## config.mk

```make
export PLATFORM = sky130hd
export DESIGN_NAME = alignment_statistics_counter_flat
export DESIGN_NICKNAME = d
export VERILOG_FILES = /design/src/asc_pkg.sv /design/src/asc_if.sv /design/src/alignment_statistics_counter.sv /design/src/asc_queue.sv /design/src/asc_front.sv /design/src/asc_back.sv /design/src/flat_wrapper.sv
export VERILOG_INCLUDE_DIRS = /design/src /design/src/src
export SDC_FILE = /design/constraint.sdc
export NUM_CORES = 1
export LEC_CHECK = 0
export BUFFER_PORTS_ARGS = -buffer_cell sky130_fd_sc_hd__buf_2
export CAP_MARGIN = 15
export CORE_UTILIZATION = 65
export DETAILED_ROUTE_END_ITERATION = 6
export PLACE_DENSITY = 0.82
export SYNTH_ARGS = -nofsm -noshare
export SYNTH_HDL_FRONTEND = slang
export SYNTH_SLANG_ARGS = --single-unit
```

## constraint.sdc

```tcl
create_clock -name clk -period 15.9 [get_ports clk]
set_input_delay 0.795 -clock clk [delete_from_list [all_inputs] [get_ports clk]]
set_output_delay 0.795 -clock clk [all_outputs]
set_load 0.1 [all_outputs]
```

## src/alignment_statistics_counter_assert.svh

```systemverilog
// Assertion macros for the alignment statistics counter.
`ifndef ALIGNMENT_STATISTICS_COUNTER_ASSERT_SVH
`define ALIGNMENT_STATISTICS_COUNTER_ASSERT_SVH
`ifndef ASSERT_OFF
// Checked property, disabled while reset is asserted.
`define ASC_ASSERT(lbl, clk, rstn, prop, msg) \
  lbl: assert property (@(posedge clk) disable iff (!rstn) prop) else $error(msg);
// Checked property, also checked during reset.
`define ASC_ASSERT_ALWAYS(lbl, clk, prop, msg) \
  lbl: assert property (@(posedge clk) prop) else $error(msg);
`else
`define ASC_ASSERT(lbl, clk, rstn, prop, msg)
`define ASC_ASSERT_ALWAYS(lbl, clk, prop, msg)
`endif
`endif

```

## src/asc_pkg.sv

```systemverilog
// Shared constants and types of the alignment statistics counter.
package asc_pkg;

  localparam int COUNT_BITS  = 20;
  localparam int KIND_W      = 2;
  localparam int CODE_W      = 4;
  localparam int PCT_W       = 15;
  localparam int CFG_W       = 64;
  localparam int CFG_IDX_W   = 2;
  localparam int NUM_ROWS    = 4;
  localparam int NUM_W       = COUNT_BITS + PCT_W;
  localparam int PCT_STEP_W  = $clog2(PCT_W);
  localparam int PCT_SCALE   = 25600;
  localparam int QUEUE_DEPTH = 2;   // power of two, pointers wrap
  localparam int QPTR_W      = $clog2(QUEUE_DEPTH);

  localparam logic [COUNT_BITS-1:0] COUNT_MAX = {COUNT_BITS{1'b1}};
  localparam logic [CODE_W-1:0]     GAP_CODE  = 4'd15;

  localparam logic [KIND_W-1:0] KIND_SUB = 2'd0;
  localparam logic [KIND_W-1:0] KIND_DEL = 2'd1;
  localparam logic [KIND_W-1:0] KIND_INS = 2'd2;

  typedef logic [COUNT_BITS-1:0] count_t;

  // Totals of one finished alignment.
  typedef struct packed {
    count_t length;
    count_t ident;
    count_t pos;
    count_t gap_col;
    count_t gap_open;
    logic   sat;
  } asc_snap_t;

  typedef struct packed {
    logic full;
    logic empty;
  } asc_qstat_t;

endpackage

```

## src/asc_if.sv

```systemverilog
// Column and result channel interfaces.
interface asc_in_if import asc_pkg::*; ();
  logic              valid;
  logic              ready;
  logic [KIND_W-1:0] column_kind;
  logic [CODE_W-1:0] query_code;
  logic [CODE_W-1:0] subject_code;
  logic              op_first;
  logic              column_last;

  modport source (output valid, column_kind, query_code, subject_code, op_first,
                  column_last, input ready);
  modport sink   (input valid, column_kind, query_code, subject_code, op_first,
                  column_last, output ready);
endinterface

interface asc_out_if import asc_pkg::*; ();
  logic             valid;
  logic             ready;
  count_t           length_total;
  count_t           identity_total;
  count_t           positive_total;
  count_t           gap_column_total;
  count_t           gap_open_total;
  logic [PCT_W-1:0] identity_percent_q8;
  logic             count_saturated;

  modport source (output valid, length_total, identity_total, positive_total,
                  gap_column_total, gap_open_total, identity_percent_q8,
                  count_saturated, input ready);
  modport sink   (input valid, length_total, identity_total, positive_total,
                  gap_column_total, gap_open_total, identity_percent_q8,
                  count_saturated, output ready);
endinterface

```

## src/alignment_statistics_counter.sv

```systemverilog
// Top level of the alignment statistics counter.
//
//  channel  dir  handshake     word
//  in_col   in   valid/ready   one alignment column
//  out_res  out  valid/ready   totals and percent identity of one alignment
//  cfg_*    in   write enable  one 64-bit positivity row group
//
// The front takes one column per cycle while in_col.ready is high and updates its counters in that cycle.
// In the back each alignment's result goes through a pop, a multiply by 25600,
// 15 shift-subtract division steps and an output load that waits for a free output.
// A two-entry queue holds finished totals; in_col.ready drops only when it
// is full, which happens when alignments arrive faster than the back drains.
// Reset is synchronous (rst_n low): counters, positivity rows, queue and the
// back sequencer clear at once; there is no clearing pass.
`include "alignment_statistics_counter_assert.svh"

module alignment_statistics_counter import asc_pkg::*; (
  input  logic                 clk,
  input  logic                 rst_n,
  asc_in_if.sink               in_col,
  asc_out_if.source            out_res,
  input  logic                 cfg_wr_en,
  input  logic [CFG_IDX_W-1:0] cfg_index,
  input  logic [CFG_W-1:0]     cfg_wr_data
);

  asc_qstat_t q_stat;
  logic       q_push;
  logic       q_pop;
  asc_snap_t  q_in;
  asc_snap_t  q_out;
  logic       res_in_range;

  // column counting; pushes totals on the last column
  asc_front u_front (
    .clk         (clk),
    .rst_n       (rst_n),
    .in_col      (in_col),
    .cfg_wr_en   (cfg_wr_en),
    .cfg_index   (cfg_index),
    .cfg_wr_data (cfg_wr_data),
    .q_stat      (q_stat),
    .q_push      (q_push),
    .q_data      (q_in)
  );

  asc_queue u_queue (
    .clk       (clk),
    .rst_n     (rst_n),
    .push      (q_push),
    .push_data (q_in),
    .pop       (q_pop),
    .pop_data  (q_out),
    .stat      (q_stat)
  );

  // division and result register
  asc_back u_back (
    .clk     (clk),
    .rst_n   (rst_n),
    .q_stat  (q_stat),
    .q_data  (q_out),
    .q_pop   (q_pop),
    .out_res (out_res)
  );

  assign res_in_range = (out_res.identity_total <= out_res.length_total) &&
                        (out_res.identity_percent_q8 <= PCT_W'(PCT_SCALE));

  // a full queue must stall the column input
  `ASC_ASSERT(a_full_stalls, clk, rst_n, q_stat.full |-> !in_col.ready, "queue full but input ready")
  // back never pops an empty queue
  `ASC_ASSERT(a_pop_nonempty, clk, rst_n, q_pop |-> !q_stat.empty, "pop from empty queue")
  // identities never exceed length, percent never exceeds 100
  `ASC_ASSERT(a_ident_le_len, clk, rst_n, out_res.valid |-> res_in_range, "result out of range")
  // a result always covers at least one column
  `ASC_ASSERT(a_len_nonzero, clk, rst_n, out_res.valid |-> (out_res.length_total != '0), "zero length result")

endmodule

```

## src/asc_queue.sv

```systemverilog
// Short queue of finished alignment totals between front and back.
module asc_queue import asc_pkg::*; (
  input  logic       clk,
  input  logic       rst_n,
  input  logic       push,
  input  asc_snap_t  push_data,
  input  logic       pop,
  output asc_snap_t  pop_data,
  output asc_qstat_t stat
);

  asc_snap_t         mem_r [QUEUE_DEPTH];
  logic [QPTR_W-1:0] wr_ptr_r;
  logic [QPTR_W-1:0] rd_ptr_r;
  logic [QPTR_W:0]   cnt_r;
  logic              do_push;
  logic              do_pop;

  assign stat.full  = (cnt_r == (QPTR_W+1)'(QUEUE_DEPTH));
  assign stat.empty = (cnt_r == '0);
  assign do_push    = push && !stat.full;
  assign do_pop     = pop && !stat.empty;
  assign pop_data   = mem_r[rd_ptr_r];

  always_ff @(posedge clk) begin
    if (!rst_n) begin
      wr_ptr_r <= '0;
      rd_ptr_r <= '0;
      cnt_r    <= '0;
    end else begin
      if (do_push) begin
        wr_ptr_r <= wr_ptr_r + 1'b1;
      end
      if (do_pop) begin
        rd_ptr_r <= rd_ptr_r + 1'b1;
      end
      case ({do_push, do_pop})
        2'b10:   cnt_r <= cnt_r + 1'b1;
        2'b01:   cnt_r <= cnt_r - 1'b1;
        default: cnt_r <= cnt_r;
      endcase
    end
  end

  always_ff @(posedge clk) begin
    if (do_push) begin
      mem_r[wr_ptr_r] <= push_data;
    end
  end

endmodule

```

## src/asc_front.sv

```systemverilog
// Column front end: positivity lookup and saturating alignment counters.
module asc_front import asc_pkg::*; (
  input  logic                 clk,
  input  logic                 rst_n,
  asc_in_if.sink               in_col,
  input  logic                 cfg_wr_en,
  input  logic [CFG_IDX_W-1:0] cfg_index,
  input  logic [CFG_W-1:0]     cfg_wr_data,
  input  asc_qstat_t           q_stat,
  output logic                 q_push,
  output asc_snap_t            q_data
);

  logic [CFG_W-1:0]  rows_r [NUM_ROWS];
  count_t            len_r, ident_r, pos_r, gcol_r, gopen_r;
  logic              sat_r;

  logic              accept;
  logic [CODE_W-1:0] q_sel;
  logic [CODE_W-1:0] s_sel;
  logic [CFG_W-1:0]  row;
  logic              pos_bit;
  logic              is_sub, is_gap;
  logic [COUNT_BITS:0] b_len, b_ident, b_pos, b_gcol, b_gopen;
  asc_snap_t         nxt;

  // Saturating increment; top bit flags that the ceiling is reached.
  function automatic logic [COUNT_BITS:0] bump(input count_t acc, input logic en);
    count_t v;
    v = acc;
    if (en && (acc != COUNT_MAX)) begin
      v = acc + 1'b1;
    end
    return {en && (v == COUNT_MAX), v};
  endfunction

  assign in_col.ready = !q_stat.full;
  assign accept       = in_col.valid && in_col.ready;

  always_comb begin
    is_sub = (in_col.column_kind == KIND_SUB);
    is_gap = (in_col.column_kind == KIND_DEL) || (in_col.column_kind == KIND_INS);
    // missing side of a gap column looks up as the gap code
    q_sel  = (in_col.column_kind == KIND_DEL) ? GAP_CODE : in_col.query_code;
    s_sel  = (in_col.column_kind == KIND_INS) ? GAP_CODE : in_col.subject_code;
    row    = rows_r[q_sel[CODE_W-1:2]];
    pos_bit = row[{q_sel[1:0], s_sel}];

    b_len   = bump(len_r, 1'b1);
    b_ident = bump(ident_r, is_sub && (in_col.query_code == in_col.subject_code));
    b_pos   = bump(pos_r, (is_sub || is_gap) && pos_bit);
    b_gcol  = bump(gcol_r, is_gap);
    b_gopen = bump(gopen_r, is_gap && in_col.op_first);

    nxt.length   = b_len[COUNT_BITS-1:0];
    nxt.ident    = b_ident[COUNT_BITS-1:0];
    nxt.pos      = b_pos[COUNT_BITS-1:0];
    nxt.gap_col  = b_gcol[COUNT_BITS-1:0];
    nxt.gap_open = b_gopen[COUNT_BITS-1:0];
    nxt.sat      = sat_r || b_len[COUNT_BITS] || b_ident[COUNT_BITS] ||
                   b_pos[COUNT_BITS] || b_gcol[COUNT_BITS] || b_gopen[COUNT_BITS];
  end

  assign q_push = accept && in_col.column_last;
  assign q_data = nxt;

  always_ff @(posedge clk) begin
    if (!rst_n) begin
      for (int i = 0; i < NUM_ROWS; i++) begin
        rows_r[i] <= '0;
      end
      len_r   <= '0;
      ident_r <= '0;
      pos_r   <= '0;
      gcol_r  <= '0;
      gopen_r <= '0;
      sat_r   <= 1'b0;
    end else begin
      if (cfg_wr_en) begin
        rows_r[cfg_index] <= cfg_wr_data;
      end
      if (accept) begin
        if (in_col.column_last) begin
          len_r   <= '0;
          ident_r <= '0;
          pos_r   <= '0;
          gcol_r  <= '0;
          gopen_r <= '0;
          sat_r   <= 1'b0;
        end else begin
          len_r   <= nxt.length;
          ident_r <= nxt.ident;
          pos_r   <= nxt.pos;
          gcol_r  <= nxt.gap_col;
          gopen_r <= nxt.gap_open;
          sat_r   <= nxt.sat;
        end
      end
    end
  end

endmodule

```

## src/asc_back.sv

```systemverilog
// Result back end: percent identity by shift-subtract division, output register.
module asc_back import asc_pkg::*; (
  input  logic       clk,
  input  logic       rst_n,
  input  asc_qstat_t q_stat,
  input  asc_snap_t  q_data,
  output logic       q_pop,
  asc_out_if.source  out_res
);

  typedef enum logic [1:0] {S_IDLE, S_MUL, S_DIV, S_OUT} state_t;

  state_t                state_r;
  asc_snap_t             snap_r;
  logic [NUM_W-1:0]      rem_r;
  logic [NUM_W-1:0]      div_r;
  logic [PCT_W-1:0]      quo_r;
  logic [PCT_STEP_W-1:0] step_r;
  logic                  out_valid_r;
  asc_snap_t             res_r;
  logic [PCT_W-1:0]      pct_r;
  logic                  ge;
  logic                  out_free;

  assign q_pop    = (state_r == S_IDLE) && !q_stat.empty;
  assign ge       = (rem_r >= div_r);
  assign out_free = !out_valid_r || out_res.ready;

  assign out_res.valid               = out_valid_r;
  assign out_res.length_total        = res_r.length;
  assign out_res.identity_total      = res_r.ident;
  assign out_res.positive_total      = res_r.pos;
  assign out_res.gap_column_total    = res_r.gap_col;
  assign out_res.gap_open_total      = res_r.gap_open;
  assign out_res.count_saturated     = res_r.sat;
  assign out_res.identity_percent_q8 = pct_r;

  always_ff @(posedge clk) begin
    if (!rst_n) begin
      state_r     <= S_IDLE;
      out_valid_r <= 1'b0;
    end else begin
      if ((state_r == S_OUT) && out_free) begin
        out_valid_r <= 1'b1;
      end else if (out_res.ready) begin
        out_valid_r <= 1'b0;
      end
      case (state_r)
        S_IDLE: begin
          if (q_pop) begin
            snap_r  <= q_data;
            state_r <= S_MUL;
          end
        end
        S_MUL: begin
          rem_r   <= NUM_W'(snap_r.ident) * NUM_W'(PCT_SCALE);
          div_r   <= NUM_W'({snap_r.length, {(PCT_W-1){1'b0}}});
          quo_r   <= '0;
          step_r  <= '0;
          state_r <= S_DIV;
        end
        S_DIV: begin
          if (ge) begin
            rem_r <= rem_r - div_r;
          end
          quo_r  <= {quo_r[PCT_W-2:0], ge};
          div_r  <= div_r >> 1;
          step_r <= step_r + 1'b1;
          if (step_r == PCT_STEP_W'(PCT_W-1)) begin
            state_r <= S_OUT;
          end
        end
        S_OUT: begin
          if (out_free) begin
            res_r   <= snap_r;
            pct_r   <= (snap_r.length == '0) ? '0 : quo_r;
            state_r <= S_IDLE;
          end
        end
        default: state_r <= S_IDLE;
      endcase
    end
  end

endmodule

```

## src/flat_wrapper.sv

```systemverilog
// flat-port wrapper written by rule: the top's interface ports become plain ports
module alignment_statistics_counter_flat import asc_pkg::*;
  (clk, rst_n, cfg_wr_en, cfg_index, cfg_wr_data, in_col_valid, in_col_column_kind, in_col_query_code, in_col_subject_code, in_col_op_first, in_col_column_last, in_col_ready, out_res_valid, out_res_length_total, out_res_identity_total, out_res_positive_total, out_res_gap_column_total, out_res_gap_open_total, out_res_identity_percent_q8, out_res_count_saturated, out_res_ready);
  asc_in_if in_col_i ();
  asc_out_if out_res_i ();
  input  logic clk;
  input  logic rst_n;
  input  logic cfg_wr_en;
  input  logic [CFG_IDX_W-1:0] cfg_index;
  input  logic [CFG_W-1:0] cfg_wr_data;
  input wire logic [$bits(in_col_i.valid)-1:0] in_col_valid;
  input wire logic [$bits(in_col_i.column_kind)-1:0] in_col_column_kind;
  input wire logic [$bits(in_col_i.query_code)-1:0] in_col_query_code;
  input wire logic [$bits(in_col_i.subject_code)-1:0] in_col_subject_code;
  input wire logic [$bits(in_col_i.op_first)-1:0] in_col_op_first;
  input wire logic [$bits(in_col_i.column_last)-1:0] in_col_column_last;
  output wire logic [$bits(in_col_i.ready)-1:0] in_col_ready;
  output wire logic [$bits(out_res_i.valid)-1:0] out_res_valid;
  output wire logic [$bits(out_res_i.length_total)-1:0] out_res_length_total;
  output wire logic [$bits(out_res_i.identity_total)-1:0] out_res_identity_total;
  output wire logic [$bits(out_res_i.positive_total)-1:0] out_res_positive_total;
  output wire logic [$bits(out_res_i.gap_column_total)-1:0] out_res_gap_column_total;
  output wire logic [$bits(out_res_i.gap_open_total)-1:0] out_res_gap_open_total;
  output wire logic [$bits(out_res_i.identity_percent_q8)-1:0] out_res_identity_percent_q8;
  output wire logic [$bits(out_res_i.count_saturated)-1:0] out_res_count_saturated;
  input wire logic [$bits(out_res_i.ready)-1:0] out_res_ready;
  assign in_col_i.valid = in_col_valid;
  assign in_col_i.column_kind = in_col_column_kind;
  assign in_col_i.query_code = in_col_query_code;
  assign in_col_i.subject_code = in_col_subject_code;
  assign in_col_i.op_first = in_col_op_first;
  assign in_col_i.column_last = in_col_column_last;
  assign in_col_ready = in_col_i.ready;
  assign out_res_valid = out_res_i.valid;
  assign out_res_length_total = out_res_i.length_total;
  assign out_res_identity_total = out_res_i.identity_total;
  assign out_res_positive_total = out_res_i.positive_total;
  assign out_res_gap_column_total = out_res_i.gap_column_total;
  assign out_res_gap_open_total = out_res_i.gap_open_total;
  assign out_res_identity_percent_q8 = out_res_i.identity_percent_q8;
  assign out_res_count_saturated = out_res_i.count_saturated;
  assign out_res_i.ready = out_res_ready;
  alignment_statistics_counter u_core (.clk(clk), .rst_n(rst_n), .in_col(in_col_i), .out_res(out_res_i), .cfg_wr_en(cfg_wr_en), .cfg_index(cfg_index), .cfg_wr_data(cfg_wr_data));
endmodule
```

# Word-level counts from Yosys, hierarchy flattened
# Memories as Yosys holds them, arrays and structs flattened. A register that Yosys moved wholly into a read port is not among the register bits.
# Index checks and enable logic that the tools add are counted.
# word_totals
reg_bits,313
latch_bits,0
mem_bits_rw,458
romBits,0
inputBits,83
output_inout_bits,118
wordCells,139
n_memories,2
# mem_list
memory,depth,width,rd,rd_ports_with_merged_regs,wr,line_no,text
u_core.u_front.rows_r,4,64,1,0,4,asc_front.sv:14,logic [CFG_W-1:0] rows_r [NUM_ROWS];
u_core.u_queue.mem_r,2,101,1,1,1,asc_queue.sv:12,asc_snap_t mem_r [QUEUE_DEPTH];
# classes
n_addsub,11
n_mul,1
div_mod_pow,0
order_cmp,2
eq_ne,24
shifts,0
muxes,36
n_bitwise,0
reduce_logical,41
# op_table
op,n
20-bit two-way mux,10
35-bit case mux with 2 select lines,2
20-bit by 1-bit adder with 20-bit output (second input constant),5
20-bit equality test (second input constant),5
20-bit != test (second input constant),5
64-bit two-way mux,1
64-bit OR reduction,1
35-bit greater-or-equal comparator,1
35-bit two-way mux,1
35-bit subtractor,1
15-bit case mux with 2 select lines,1
20-bit by 5-bit multiplier with 25-bit output (second input constant),1
20-bit zero test,1
1-bit logical AND,17
3-bit AND reduction,4
1-bit two-way mux,11
2-bit equality test (second input constant),5
1-bit logical OR,8
2-bit two-way mux,4
4-bit two-way mux,2
2-bit case mux with 4 select lines,1
4-bit case mux with 2 select lines,1
6-bit by 7-bit less-than comparator with 1-bit output (second input constant),1
1-bit binary-select mux with 6-bit select,1
14 further kinds,25

# Logic depth before layout (Yosys ltp)
# An unclocked memory read counts as a cell.
# logic_depth
word_depth,14
mapped_depth,19
mapped_depth_nobuf,17

# Modules after synthesis
# From an unflattened synthesis, not the netlist that was laid out.
# unflattened
cells_unflattened,3097
hier_area_um2,40383.7
# by_module_without_submodules
module,instances,cells_each,area_per_inst_um2,seq_area_each_um2
asc_front,1,1744,18575.3,9709.3
asc_back,1,1013,14313.7,9218.8
asc_queue,1,340,7494.7,6165.9

# Least setup slack after synthesis
# No wires, ideal clock.
# synth_path
path_kind,input port to flip-flop
startpoint,input port rst_n
endpoint,register u_core.u_back.res_r (netlist bit u_core.u_back.out_res.count_saturated) (enable)
setup_ps,592
arrival_ps,6192
required_time_ps,15308
slack_ps,9117
path_stages,4
n_path_buf,2
cell_sequence,clkbuf_1 > clkbuf_1 > nand2_1 > nor2_1
# synth_between
elab_chain_len,1
# synth_lines
element,line_no,text
"start, declared",flat_wrapper.sv:7,input logic rst_n;
3-bit AND reduction (no line),n/a,
"end signal, assigned",asc_back.sv:75,res_r <= snap_r;
"end, declared",asc_back.sv:20,asc_snap_t res_r;
# Every way passes these cells.
# A chain may end at the register's enable or synchronous reset.

==> impl_metrics.tcl <==
set metrics [dict create \
    numCtsBuffers 86 \
    startpoint "in_col_column_kind[0]" \
    cts_num_sinks 871 \
    synth_seq_cells 871 \
    synth.avg_cell_area_um2 12.9 \
    path_clk_slew_ns 0.07 \
    synth_nets 3329 \
    clockBufferDepth 3 \
    maxCapViolations 0 \
    fin_crit_ns 5.05 \
    drtIter0Drc 2457 \
    grt_pass1_vias 25600 \
    finalSetupTns_ns 0 \
    crit_end "u_core.u_front.sat_r" \
    grt_max_degree 105 \
    drive_above_1_share_pct 16.9 \
    clock_skew_ns 0.0202 \
    maxSlewHeadroom_pct 20.4 \
    finalInstanceArea_mm2 0.0446 \
    cts-htree-levels 3 \
    die-area_mm2 0.0629 \
    die_w_um 251 \
    cts.repair.resized 0 \
    drt_wl_total_um 90500 \
    grt_pass1_wl_um 141000 \
    yosysWarnings 0 \
    fmax_ghz 0.198 \
    clock_latency_ns 0.63 \
    period_share_pct 31.8 \
    root_buffer "clkbuf_16" \
    required_ns 16.41 \
    cts_hold_buf 0 \
    worstHoldPathType "flop to flop" \
    crit_buf_inv 3 \
    placed_cell_area_mm2 0.0417 \
    syn_inst 3116 \
    worst_pin_slew_ns 1.19 \
    reg2reg_depth 17 \
    globalRouteTotalUtil_pct 28.8 \
    areaGrowthSynthToFinish_pct 10.8 \
    cpMaxStageDelayCell "nor3_4" \
    finalHoldViolations 0 \
    finalNonFillerCells 4115 \
    place_congestion 0.877 \
    post-cts-setup-buffers 0 \
    drcViolationCount 0 \
    synth_ff_type "edfxtp_1" \
    detail_route.wl_per_cell_um 22.0 \
    critPathKind "primary input to flop" \
    power_density_mw_per_mm2 151 \
    slowest_delay_ns 0.57 \
    r2r-end "u_core.u_back.rem_r[34]" \
    dr.pass1.iters 6 \
    worstPathArrival_ns 5.56 \
    crit_path_cell_trace "buf_2 -> inv_1 -> ha_1 -> or2_1 -> buf_4 -> mux4_2 -> or3_1 -> and4_1 -> o31a_1 -> o311a_1 -> nor3_4 -> nor2_2 -> a311oi_1 -> o41ai_2 -> a32o_1" \
    setup_violations 0 \
    cp.depth 15 \
    die_h_um 251 \
    placed_cells 3950 \
    ir_drop_mv 0.102 \
    io_buffers 200 \
    grt_overflow 0 \
    syn_area_mm2 0.0402 \
    rows 90 \
    vias_per_cell 6.33 \
    initial_core_util_pct 66.3 \
    place_hpwl_um 57000 \
    reg2reg_from "u_core.u_back.snap_r[64]" \
    rsz0062_at_grt "false" \
    finalMaxSlewViolations 0 \
    final_core_util_pct 73.4 \
    critPathTopFamily "simple AND/OR/NAND/NOR gates" \
    antenna_found_initial 7 \
    start_kind "primary input" \
    async_reset_ff_share_pct 0 \
    synth_edf_count 763 \
    cp_max_fo 34 \
    nFillCells 3830 \
    ff2ff_setup_slack_ns 11.08 \
    ios 201 \
    cts_tree "built" \
    ys_seq_area_share_pct 62.3 \
    status "completed" \
    layout.nets 3470 \
    crit_path_end_kind "flop" \
    core_area_mm2 0.0607 \
    num_vias 26100 \
    ant_nets 0 \
    power_leakage_nw 16.5 \
    ys_types 86 \
]
[worst min path at each step]
stage                                         from                                         end  cells past startpoint
after detailed placement  u_core.u_back.snap_r[35]  u_core.u_back.out_res.gap_column_total[14]                      0
after global placement    u_core.u_back.snap_r[17]    u_core.u_back.out_res.gap_open_total[16]                      0
after floorplan            u_core.u_back.snap_r[0]       u_core.u_back.out_res.count_saturated                      0
after CTS                 u_core.u_back.snap_r[35]  u_core.u_back.out_res.gap_column_total[14]                      0
after global routing       u_core.u_back.snap_r[7]     u_core.u_back.out_res.gap_open_total[6]                      0
final                     u_core.u_back.snap_r[13]    u_core.u_back.out_res.gap_open_total[12]                      0
[routing by layer]
metal	up-vias	GRT usage, %	wire length, um
met3	191	4.00	6830
li1	11800	-	-
met4	4	11.1	2760
met2	1268	47.7	44500
met1	12800	38.9	36300
met5	-	0	31
[cells by family (layout without fill, tap and decap cells)]
| logic type | Yosys count | count (layout) | share of synthesized area (%) |
|---|---|---|---|
| compound gates | 476 | 476 | 8.15 |
| xor+xnor | 146 | 146 | 3.18 |
| fa+ha+maj | 130 | 130 | 4.34 |
| buf+inv | 319 | 531 | 3.24 |
| flops | 871 | 871 | 62.3 |
| mux | 180 | 180 | 5.48 |
| other cells | 0 | 5 | 0 |
| simple gates | 994 | 994 | 13.3 |
[power breakdown]
group	leakage (nW)	total [W]	switching, W	internal, W
Clock	1.34	0.00201	0.000859	0.00115
Sequential	8.11	0.00298	0.000127	0.00286
Combinational	7.10	0.00176	0.00108	0.000673
[flip-flops by register name (all words and copies together), names as in the netlist, 15 cells and up]
register and flops:
u_core.u_back.div_r 34, u_core.u_front.pos_r 20, u_core.u_back.rem_r 35, u_core.u_back.out_res.identity_percent_q8 15, u_core.u_back.out_res.identity_total 20, u_core.u_queue.mem_r 202, u_core.u_front.gopen_r 20, u_core.u_back.out_res.length_total 20
u_core.u_front.len_r 20, u_core.u_back.out_res.positive_total 20, u_core.u_back.out_res.gap_column_total 20, u_core.u_back.quo_r 15, u_core.u_back.snap_r 101, u_core.u_back.out_res.gap_open_total 20, u_core.u_front.rows_r 256, u_core.u_front.ident_r 20
u_core.u_front.gcol_r 20
[placed cells by master, fill, tap and decap left out, types with 18 or more instances in the layout]
cell type / netlist / layout
a21o_1: 24 / 24
a21oi_1: 85 / 85
a221oi_1: 34 / 34
a22oi_1: 68 / 68
a31oi_1: 30 / 29
and2_1: 246 / 244
and3_1: 101 / 100
buf_2: 25 / 200
buf_4: 12 / 29
clkbuf_1: 131 / 21
clkbuf_16: 0 / 88
dfxtp_1: 108 / 107
edfxtp_1: 763 / 763
ha_1: 114 / 113
inv_1: 142 / 141
mux2_2: 133 / 133
mux2i_1: 28 / 28
mux4_2: 19 / 19
nand2_1: 135 / 133
nand2b_1: 21 / 18
nand3_1: 77 / 77
nand4_1: 43 / 43
nor2_1: 185 / 181
nor2b_1: 33 / 33
nor3_1: 58 / 57
nor4_1: 24 / 24
o21ai_0: 90 / 90
o221ai_1: 18 / 18
o22ai_1: 19 / 19
or3_1: 18 / 18
xnor2_1: 94 / 94
xor2_1: 52 / 52
[through the flow]
stage / total power (W) / setup slack [ns] / hold WS [ns]
final: 0.00675 / 10.85 / 0.416
after floorplan: 0.00433 / 9.12 / 0.400
after global routing: 0.00706 / 10.63 / 0.422
after global placement: 0.00468 / 10.49 / 0.402
after detailed placement: 0.00476 / 10.27 / 0.405
after CTS: 0.00676 / 10.92 / 0.418
[final cells by class]
class                           instances  area, um^2  area share [%]
Inverter                              142         533            1.20
Sequential cell                       871       25100            56.3
Tap cell                              782         978            2.20
Clock inverter                         47         469            1.05
Timing Repair Buffer                  230        1250            2.80
Antenna cell                            5        12.5          0.0281
Multi-Input combinational cell       1926       13900            31.3
Clock buffer                          112        2320            5.21
[cells in the mapped netlist, types with 18 or more instances]
library cell	count	share of area (%)
a21o_1	24	0.45
a21oi_1	85	1.1
a221oi_1	34	0.74
a22oi_1	68	1.3
a31oi_1	30	0.47
and2_1	246	3.8
and3_1	101	1.6
buf_2	25	0.31
clkbuf_1	131	1.2
dfxtp_1	108	5.4
edfxtp_1	763	57
ha_1	114	3.5
inv_1	142	1.3
mux2_2	133	3.7
mux2i_1	28	0.70
mux4_2	19	1.1
nand2_1	135	1.3
nand2b_1	21	0.33
nand3_1	77	0.96
nand4_1	43	0.67
nor2_1	185	1.7
nor2b_1	33	0.51
nor3_1	58	0.72
nor4_1	24	0.37
o21ai_0	90	1.1
o221ai_1	18	0.39
o22ai_1	19	0.30
or3_1	18	0.28
xnor2_1	94	2.0
xor2_1	52	1.1
Note: power is estimated with default switching activity, not from simulation.
